File: config.mk
export PLATFORM = sky130hd
export DESIGN_NAME = canmbx_front
export DESIGN_NICKNAME = d
export VERILOG_FILES = /design/src/sv/canmbx_pkg.sv /design/src/sv/canmbx_front.sv
export SDC_FILE = /design/constraint.sdc
export NUM_CORES = 1
export LEC_CHECK = 0
export CAP_MARGIN = 5
export CORE_UTILIZATION = 27
export CTS_CLUSTER_SIZE = 20
export DETAILED_ROUTE_END_ITERATION = 16
export DONT_BUFFER_PORTS = 1
export PLACE_DENSITY = 0.42
export SKIP_LAST_GASP = 1
export SLEW_MARGIN = 10
export SYNTH_ARGS = -nofsm -noshare
export SYNTH_HDL_FRONTEND = slang
export SYNTH_SLANG_ARGS = --single-unit
File: constraint.sdc
create_clock -name clk_i -period 7.2 [get_ports clk_i]
set_input_delay 0.72 -clock clk_i [delete_from_list [all_inputs] [get_ports clk_i]]
set_output_delay 0.72 -clock clk_i [all_outputs]
set_load 0.01 [all_outputs]
File: src/sv/canmbx_pkg.sv
`timescale 1ns / 1ps
// ----------------------------------------------------------------------------
// canmbx_pkg: shared types and constants of the CAN mailbox controller
// Register map, MCR and CS bit positions, mailbox codes and helper functions.
// ----------------------------------------------------------------------------
package canmbx_pkg;

  localparam int REG_WORDS = 1024;
  localparam int MAILBOXES = 32;
  localparam int AW        = $clog2(REG_WORDS);
  localparam int MBW       = (MAILBOXES > 1) ? $clog2(MAILBOXES) : 1;

  // register word indexes (bus address field is 10 bits)
  localparam logic [9:0] W_MCR    = 10'd0;
  localparam logic [9:0] W_TIMER  = 10'd2;
  localparam logic [9:0] W_RXMG   = 10'd4;
  localparam logic [9:0] W_RX14   = 10'd5;
  localparam logic [9:0] W_RX15   = 10'd6;
  localparam logic [9:0] W_ESR1   = 10'd8;
  localparam logic [9:0] W_IMASK1 = 10'd10;
  localparam logic [9:0] W_IFLAG2 = 10'd11;
  localparam logic [9:0] W_IFLAG1 = 10'd12;
  localparam logic [9:0] W_IFLAG3 = 10'd29;
  localparam int         W_MB     = 32;
  localparam int         W_RXIMR  = 544;
  localparam int         RXIMR_WORDS = 96;

  localparam logic [31:0] MCR_MDIS    = 32'h8000_0000;
  localparam logic [31:0] MCR_FRZ     = 32'h4000_0000;
  localparam logic [31:0] MCR_HALT    = 32'h1000_0000;
  localparam logic [31:0] MCR_NOTRDY  = 32'h0800_0000;
  localparam logic [31:0] MCR_SOFTRST = 32'h0200_0000;
  localparam logic [31:0] MCR_FRZACK  = 32'h0100_0000;
  localparam logic [31:0] MCR_LPMACK  = 32'h0010_0000;
  localparam logic [31:0] MCR_IRMQ    = 32'h0001_0000;
  localparam logic [31:0] MCR_ACKS    = MCR_LPMACK | MCR_FRZACK | MCR_NOTRDY;
  localparam logic [31:0] MCR_RESET   = 32'h8910_001F;

  localparam logic [3:0] CODE_RX_FULL  = 4'h2;
  localparam logic [3:0] CODE_RX_EMPTY = 4'h4;
  localparam logic [3:0] CODE_TX_IDLE  = 4'h8;
  localparam logic [3:0] CODE_TX_ABORT = 4'h9;
  localparam logic [3:0] CODE_TX_DATA  = 4'hC;

  typedef enum logic [1:0] {
    K_READ  = 2'd0,
    K_WRITE = 2'd1,
    K_RX    = 2'd2,
    K_NOP   = 2'd3
  } kind_e;

  typedef struct packed {
    kind_e        kind;
    logic [9:0]   addr;
    logic [31:0]  wdata;
    logic [28:0]  ident;
    logic         ext;
    logic         remote;
    logic [3:0]   len;
    logic [63:0]  payload;
  } item_t;

  typedef struct packed {
    logic [31:0] read_data;
    logic        irq_line;
    logic        tx_valid;
    logic [28:0] tx_ident;
    logic        tx_extended;
    logic        tx_remote;
    logic [3:0]  tx_length;
    logic [63:0] tx_payload;
    logic        rx_stored;
  } result_t;

  function automatic logic [31:0] bswap32(input logic [31:0] w);
    return {w[7:0], w[15:8], w[23:16], w[31:24]};
  endfunction

  function automatic logic [3:0] clamp_len(input logic [3:0] l);
    return (l > 4'd8) ? 4'd8 : l;
  endfunction

  // byte-enable mask for the first l bytes (l at most 8)
  function automatic logic [63:0] len_mask(input logic [3:0] l);
    logic [63:0] m;
    m = '0;
    for (int i = 0; i < 8; i++) begin
      if (4'(i) < l) m[i*8 +: 8] = 8'hFF;
    end
    return m;
  endfunction

  // recompute the three ack bits, SOFTRST self-clears
  function automatic logic [31:0] mcr_refresh(input logic [31:0] v);
    logic [31:0] m;
    m = v & ~(MCR_ACKS | MCR_SOFTRST);
    if ((v & MCR_MDIS) != '0) m = m | MCR_ACKS;
    else if (((v & MCR_FRZ) != '0) && ((v & MCR_HALT) != '0))
      m = m | MCR_FRZACK | MCR_NOTRDY;
    return m;
  endfunction

endpackage

File: src/sv/canmbx_front.sv
`timescale 1ns / 1ps
// ----------------------------------------------------------------------------
// canmbx_front: input side of the CAN mailbox controller
// Accepts beats, decodes the selector and queues items two deep.
// ----------------------------------------------------------------------------
module canmbx_front (
  input  logic                clk_i,
  input  logic                rst_ni,
  input  logic                s_axis_tvalid_i,
  output logic                s_axis_tready_o,
  input  logic [143:0]        s_axis_tdata_i,
  input  logic [1:0]          s_axis_tuser_i,
  output canmbx_pkg::item_t   item_o,
  output logic                item_valid_o,
  input  logic                item_pop_i
);
  import canmbx_pkg::*;

  item_t      q_q [2];
  logic       wr_q, rd_q;
  logic [1:0] cnt_q;
  item_t      dec;
  logic       push, pop;

  always_comb begin
    dec.addr    = s_axis_tdata_i[9:0];
    dec.wdata   = s_axis_tdata_i[41:10];
    dec.ident   = s_axis_tdata_i[70:42];
    dec.ext     = s_axis_tdata_i[71];
    dec.remote  = s_axis_tdata_i[72];
    dec.len     = s_axis_tdata_i[76:73];
    dec.payload = s_axis_tdata_i[140:77];
    case (s_axis_tuser_i)
      2'd0:    dec.kind = K_READ;
      2'd1:    dec.kind = K_WRITE;
      2'd2:    dec.kind = K_RX;
      default: dec.kind = K_NOP;
    endcase
  end

  assign s_axis_tready_o = (cnt_q != 2'd2);
  assign item_valid_o    = (cnt_q != 2'd0);
  assign item_o          = q_q[rd_q];
  assign push            = s_axis_tvalid_i && s_axis_tready_o;
  assign pop             = item_pop_i && item_valid_o;

  always_ff @(posedge clk_i) begin
    if (push) q_q[wr_q] <= dec;
  end

  always_ff @(posedge clk_i or negedge rst_ni) begin
    if (!rst_ni) begin
      wr_q  <= 1'b0;
      rd_q  <= 1'b0;
      cnt_q <= 2'd0;
    end else begin
      if (push) wr_q <= ~wr_q;
      if (pop)  rd_q <= ~rd_q;
      cnt_q <= cnt_q + {1'b0, push} - {1'b0, pop};
    end
  end

endmodule

Yosys cells after proc, flatten, opt, wreduce, memory -nomap -nowiden
Memory sizes are Yosys's and may differ from the RTL's.
Cells that the tools add are included.
- flip-flop bits (word level): 4
- RAM bits: 286
- input bits: 150
- output and inout port bits: 145
- logic and storage cells: 18
- memories kept: 1
- $add $sub $neg: 2
- eq/ne operators: 3
- mux-type cells: 3
- bitwise gates (word level): 2
- reduce and logical (&&, ||, !) cells: 4
- memories (memory ; words ; bits a word ; rd ports ; clocked after memory_dff ; write ports ; RTL line ; source):
    q_q ; 2 ; 143 ; 1 ; 0 ; 1 ; canmbx_front.sv:19 ; item_t q_q [2];
- operator list (cell ; number):
    case mux 2 bit (3 select lines) ; 1
    adder 2 x 1 -> 2 bit ; 1
    equality test 2 x 1 -> 1 bit (second input constant) ; 1
    equality test 2 bit (second input constant) ; 1
    logical AND 1 bit ; 2
    logical NOT 2 bit ; 1
    2-to-1 mux 1 bit ; 2
    != test 2 bit (second input constant) ; 1
    NOT 1 bit ; 2
    nonzero test 2 bit ; 1
    subtractor 2 x 1 -> 2 bit ; 1

Longest topological paths before layout
Gate-level depths: netlist (run 1).
- depth in word-level cells: 4
- depth in mapped cells: 7
- depth with buffers taken out: 7

Worst setup path before layout (run 1)
No wires, ideal clock.
- path kind: input to register
- from: in s_axis_tvalid_i
- to: mem q_q[0][0] (netlist name), enable pin
- setup time: 647 ps
- arrival time: 6754 ps
- required time: 6553 ps
- setup slack: -201 ps
- cell stages on the path: 2
- path buffers: 0
- path through: nand2_1 > nor2_1
- cells in the longest elaborated chain, start to end: 3
- RTL lines (what ; RTL line ; source):
    start, declared ; canmbx_front.sv:9 ; input logic s_axis_tvalid_i,
    logical AND 1 bit ; canmbx_front.sv:44 ; assign push = s_axis_tvalid_i && s_axis_tready_o;
    2-to-1 mux 1 bit ; canmbx_front.sv:48 ; if (push) q_q[wr_q] <= dec;
    2-to-1 mux 1 bit (not written as such) ; canmbx_front.sv:48 ;
    end, declared ; canmbx_front.sv:19 ;
Every way passes these cells.

==> impl_metrics.ini, run 1 <==
[timing]
tightest_slew_ps = 1150
clock.fmax_mhz = 279
finClkSkew_ps = 12.1
timing_hold_violations_final = 0
period_share_pct = 49.7
max-slew-margin-rel_pct = 23.3
maxSlewViolCount = 0
hold_ws_ps = 245
period_minus_slack_ps = 3580
finalSetupViolations = 0
grt_setup_unrepaired = no
fin_tns_setup_ps = 0
fin_ws_ps = 3620

[clock_tree]
clkSinkCount = 290
clock_path_buffers = 3
cts_resized = 0
tritoncts = yes
htreeDepth = 1
post_cts_buffers = 0
numCtsBuffers = 31
clk_pin_slew_ps = 60
clock_latency_ps = 570
cts-root-buf = clkbuf_16

[place]
io_buffers = 0
place_ws_ps = 4120
gp_congestion = 0.715
placed_area_um2 = 11300
dp_hpwl_mm = 13.4

[floorplanning]
dieArea_um2 = 40600
die_w_um = 202
coreArea_um2 = 39000
initial_core_util_pct = 27.6
dieHeight_um = 202
boundaryPins = 295
rows = 72

[yosys]
syn-num-nets = 616
ys_seq_elements = 290
synth_cells = 464
synthTopCellsByArea = edfxtp_1, mux2_2, mux2_4
ys_warn_count = 0
ys_async_sr_fraction_pct = 1.38
yosysUniqueCellTypes = 17
yosysMostFrequentCell = edfxtp_1
synth-main-ff-cell = edfxtp_1
synth.avg_cell_area_um2 = 23.2
synth-edff-count = 286
seq_area_frac_synth_pct = 80.8
netlist_area_um2 = 10800
synthDominantCellAreaShare_pct = 79.8
synth_largest_area_cell = edfxtp_1
synthTopCellsByCount = edfxtp_1, mux2_2, mux2_4, buf_2, buf_6

[setup_path]
critPathMaxFanout = 64
rr_endpoint = q_q[1][96]
r2r-start = cnt_q[0]
cp.buffers_inverters = 1
path_class = register to output port
cp_slowest_cell = buf_4
cp_top_family = buffers and inverters
r2r_slack_ps = 4360
crit_path_end_kind = output port
r2r_cells = 3
worst_setup_path_start_kind = register
crit_chain = buf_4 -> mux2_2
crit_arrival_ps = 2860
critPathMaxStageDelay_ps = 930
required_ps = 6480

[layout]
multi_input_area_um2 = 1940
register_area_um2 = 8690
syn2layout_area_growth_pct = 15.3
drive_gt1_share_pct = 39.4
n_fill_cell = 3708
nets = 637
num_antenna_cells = 0
finalInstanceArea_um2 = 12400

[detailed_routing]
dr.pass1.iters = 4
drc_errors = 0
ant_nets = 0
routed_wirelength_mm = 20.5
viasPerCell = 4.16
avgRoutedWirePerCell_um = 19.9
drt_iter0_markers = 236
vias = 4278

[grt]
grt_pass1_wl_mm = 29.9
antenna_found_initial = 2
overflow = 0
grt_start_max_net_pins = 80
grt_pass1_vias = 4595
track_usage_pct = 9.77

[worst_hold_path]
min_path_type = input pin to register
hold_depth = 0
min_to = q_q[0][19]
min_from = s_axis_tdata_i[96]

[run_status]
status = finished, final reports clean

[power]
ir_drop_mv = 0.286
p_leak_nw = 4.11
power_density_nw_per_um2 = 434

[job]
maxCapViolCount = 0
-- power breakdown --
group / switching, W / leakage (nW) / total, W / internal, W
clock network: 0.000636 / 0.513 / 0.00164 / 0.00100
registers: 0.000127 / 2.70 / 0.00244 / 0.00232
logic: 0.000771 / 0.895 / 0.00131 / 0.000536
-- sequential cells by signal (all words and copies together), names as in the netlist --
register / count
wr_q: 1
cnt_q: 2
rd_q: 1
q_q: 286
-- worst max-delay path by stage --
| stage | to | cells past startpoint | from | slack (ps) |
|---|---|---|---|---|
| floorplan | q_q[0][0] | 2 | s_axis_tvalid_i | 2210 |
| global placement | item_o[62] | 2 | rd_q | 4170 |
| detailed placement | item_o[62] | 2 | rd_q | 4120 |
| CTS | item_o[62] | 2 | rd_q | 3500 |
| global route | item_o[0] | 2 | rd_q | 3430 |
| finish | item_o[0] | 2 | rd_q | 3620 |
-- worst reg2reg max path: cells and delay by family, from the launching register on --
family                 cells  cell delay, ps
and+or+nand+nor            2            1200
DFF                        1             360
buffers and inverters      1             840
-- kinds of logic after synthesis --
kind of cell               Yosys count  synth area share, %
and+or+nand+nor                      6                0.302
adders and majority gates            2                0.233
muxes                              143                 17.1
DFF                                290                 80.8
buffers and inverters               19                 1.31
xor gates and xnor gates             4                0.326
-- stage by stage --
step                      instances  power [W]  utilization, %
after detailed placement        969    0.00384            29.0
final                          1028    0.00539            31.8
after global routing           1028    0.00564            31.8
after global placement          969    0.00380            29.0
after floorplan                 464    0.00360               -
after CTS                      1028    0.00551            31.8
-- metal layers --
metal	wire length (µm)	up-vias	GRT usage, %
li1	-	1890	-
met1	7250	2153	10.2
met2	10200	201	16.7
met3	2490	30	5.52
met4	472	4	2.79
met5	27	-	0
-- cell type report --
cell class                      count  share of cell area, %
Sequential cell                   290                   70.1
Multi-Input combinational cell    155                   15.6
Clock buffer                       33                   6.31
Tap cell                          518                   5.23
Clock inverter                     25                   2.32
Timing Repair Buffer                6                  0.383
Inverter                            1                 0.0303
-- cells in the final DEF, fill, tap and decap left out, types with 2 or more instances in the layout --
master | synthesis | layout
clkbuf_16 | 0 | 31
buf_4 | 0 | 5
mux2_2 | 83 | 83
inv_6 | 0 | 2
bufinv_16 | 0 | 6
clkinvlp_4 | 0 | 4
clkinv_2 | 0 | 5
edfxtp_1 | 286 | 286
mux2_4 | 60 | 60
dfrtp_1 | 4 | 3
clkbuf_1 | 2 | 2
clkinv_1 | 0 | 7
ha_1 | 2 | 2
xnor2_1 | 3 | 3
-- repair_timing --
| action | CTS | global route |
|---|---|---|
| hold buffers | 1 | 0 |
| setup endpoints to repair | 0 | 0 |
| endpoints found under the hold margin | 4 | 0 |
Note: power is estimated with default switching activity, not from simulation.
==> inputs of run 2 (changes only) <==
- ABC_AREA: default -> 1
- PLACE_DENSITY: 0.42 -> 0.4
- clock period: 7.2 -> 3.5 ns (I/O delays scaled with it)
==> impl_metrics.ini, run 2 <==
[layout]
nets = 1087
layout_common_cells = nand2_1, edfxtp_1, dlygate4sd3_1
drive_gt1_share_pct = 5.65
n_fill_cell = 3741
top_register = q_q
reg_top3 = q_q (286), cnt_q (2)
register_area_um2 = 8690
largest_reg_flops = 286
multi_input_area_um2 = 1710
num_antenna_cells = 0
syn2layout_area_growth_pct = 28.6
layout_commonest_cell = nand2_1

[timing]
tightest_slew_ps = 761
maxSlewViolCount = 0
max-slew-margin-rel_pct = 49.3
timing_hold_violations_final = 0
clock.fmax_mhz = 394
grt_setup_unrepaired = no
period_minus_slack_ps = 2540
fin_ws_ps = 961
period_share_pct = 72.5
fin_tns_setup_ps = 0
finalSetupViolations = 0
finClkSkew_ps = 19.9

[detailed_routing]
drt_iter0_markers = 312
dr.pass1.iters = 7
drc_errors = 0
vias = 5978
top_layer_used = met5
wl_met1_mm = 9.88
routed_wirelength_mm = 23.9
avgRoutedWirePerCell_um = 16.2
wl_met2_mm = 10.9
dr_wl_met3_mm = 2.48
viasPerCell = 4.06
ant_nets = 0

[grt]
grt_pass1_wl_mm = 35.7
antenna_found_initial = 1
track_usage_pct = 11.9
grt_start_max_net_pins = 145
overflow = 0
grt_pass1_vias = 6001

[yosys]
ys_seq_elements = 290
netlist_area_um2 = 10600
synthTopCellsByCount = nand2_1, edfxtp_1, buf_2, buf_4, inv_1
synth-main-ff-cell = edfxtp_1
synth_cells = 780
synthTopCellsByArea = edfxtp_1, nand2_1, buf_4
syn-num-nets = 932
yosysMostFrequentCell = nand2_1
yosysUniqueCellTypes = 12
synth-edff-count = 286
ys_async_sr_fraction_pct = 1.38
synthDominantCellAreaShare_pct = 80.8
seq_area_frac_synth_pct = 81.7
synth.avg_cell_area_um2 = 13.6
synth_largest_area_cell = edfxtp_1
ys_warn_count = 0

[floorplanning]
boundaryPins = 295
dieHeight_um = 200
coreArea_um2 = 38700
die_w_um = 200
initial_core_util_pct = 27.4
rows = 72
dieArea_um2 = 40200

[setup_path]
cp_slowest_cell = inv_4
crit_arrival_ps = 2190
cp_top_family = buffers and inverters
path_common_cell = nand2_1
critPathMaxFanout = 59
worst_setup_path_start_kind = register
required_ps = 3150
cp.buffers_inverters = 2
crit_chain = inv_4 -> buf_12 -> nand2_1 -> nand2_1
crit_path_end_kind = output port
critPathMaxStageDelay_ps = 560
path_class = register to output port

[place]
gp_congestion = 0.652
dp_hpwl_mm = 13.6
io_buffers = 0
place_ws_ps = 1440

[clock_tree]
cts_resized = 0
tritoncts = yes
cts-root-buf = clkbuf_16
clk_pin_slew_ps = 50
numCtsBuffers = 34
htreeDepth = 2
clock_latency_ps = 520
clkSinkCount = 290
ctsHoldBuffers = 145
clock_path_buffers = 3
post_cts_buffers = 0

[worst_hold_path]
min_path_type = input pin to register

[power]
power_density_nw_per_um2 = 813
ir_drop_mv = 0.516
p_leak_nw = 5.22

[job]
maxCapViolCount = 0

[run_status]
status = finished, final reports clean
-- run 2: final timing paths --
path	from	end	slack, ps	cells after the start
max	rd_q	item_o[55]	960	4
min in group asynchronous	rst_ni	cnt_q[1]	120	1
max reg2reg	cnt_q[1]	q_q[1][135]	1570	4
min reg2reg	wr_q	wr_q	470	2
max in group asynchronous	rst_ni	rd_q	3150	1
min	s_axis_tvalid_i	wr_q	80	2
-- run 2: report_power, final --
part	switching [W]	internal, W	total (W)
Clock	0.00130	0.00189	0.00320
Combinational	0.00238	0.000645	0.00303
Sequential	0.000150	0.00474	0.00489
Total	0.00384	0.00727	0.0111
-- run 2: per-layer routing --
metal,vias to the layer above,track usage (%)
li1,2933,-
met1,2781,14.3
met2,219,18.1
met3,43,5.60
met4,2,5.13
met5,-,0
-- run 2: layout make-up --
| type | count | area share (%) |
|---|---|---|
| flip-flops and latches | 290 | 63.6 |
| multi-input cells | 448 | 12.5 |
| repair buffers | 152 | 11.6 |
| clock buffers | 42 | 6.60 |
| well taps | 518 | 4.74 |
| clock inverters | 15 | 0.714 |
| inverters | 9 | 0.293 |
-- run 2: logic make-up after synthesis --
| family | count (synthesis) | share of synthesized area (%) |
|---|---|---|
| buffers and inverters | 42 | 2.26 |
| AND/OR/NAND/NOR | 446 | 15.8 |
| adder cells (fa/ha/maj) | 2 | 0.235 |
| flip-flops | 290 | 81.7 |
-- run 2: worst register-to-register path: cells and delay by family (launching register included) --
kind          cells  cell delay (ps)
simple gates      3              530
buf+inv           1              580
flops             1              390
-- run 2: per-stage QoR --
step	cells	hold slack [ps]	instance area (µm²)	total power, W	util [%]
6_report	1474	76.6	13700	0.0111	35.3
5_1_grt	1474	71.0	13700	0.0118	35.3
4_1_cts	1474	38.6	13700	0.0114	35.3
3_5_place_dp	1272	54.8	11200	0.00796	29.0
3_3_place_gp	1272	54.8	11200	0.00796	29.0
2_1_floorplan	780	54.4	10600	0.00713	-
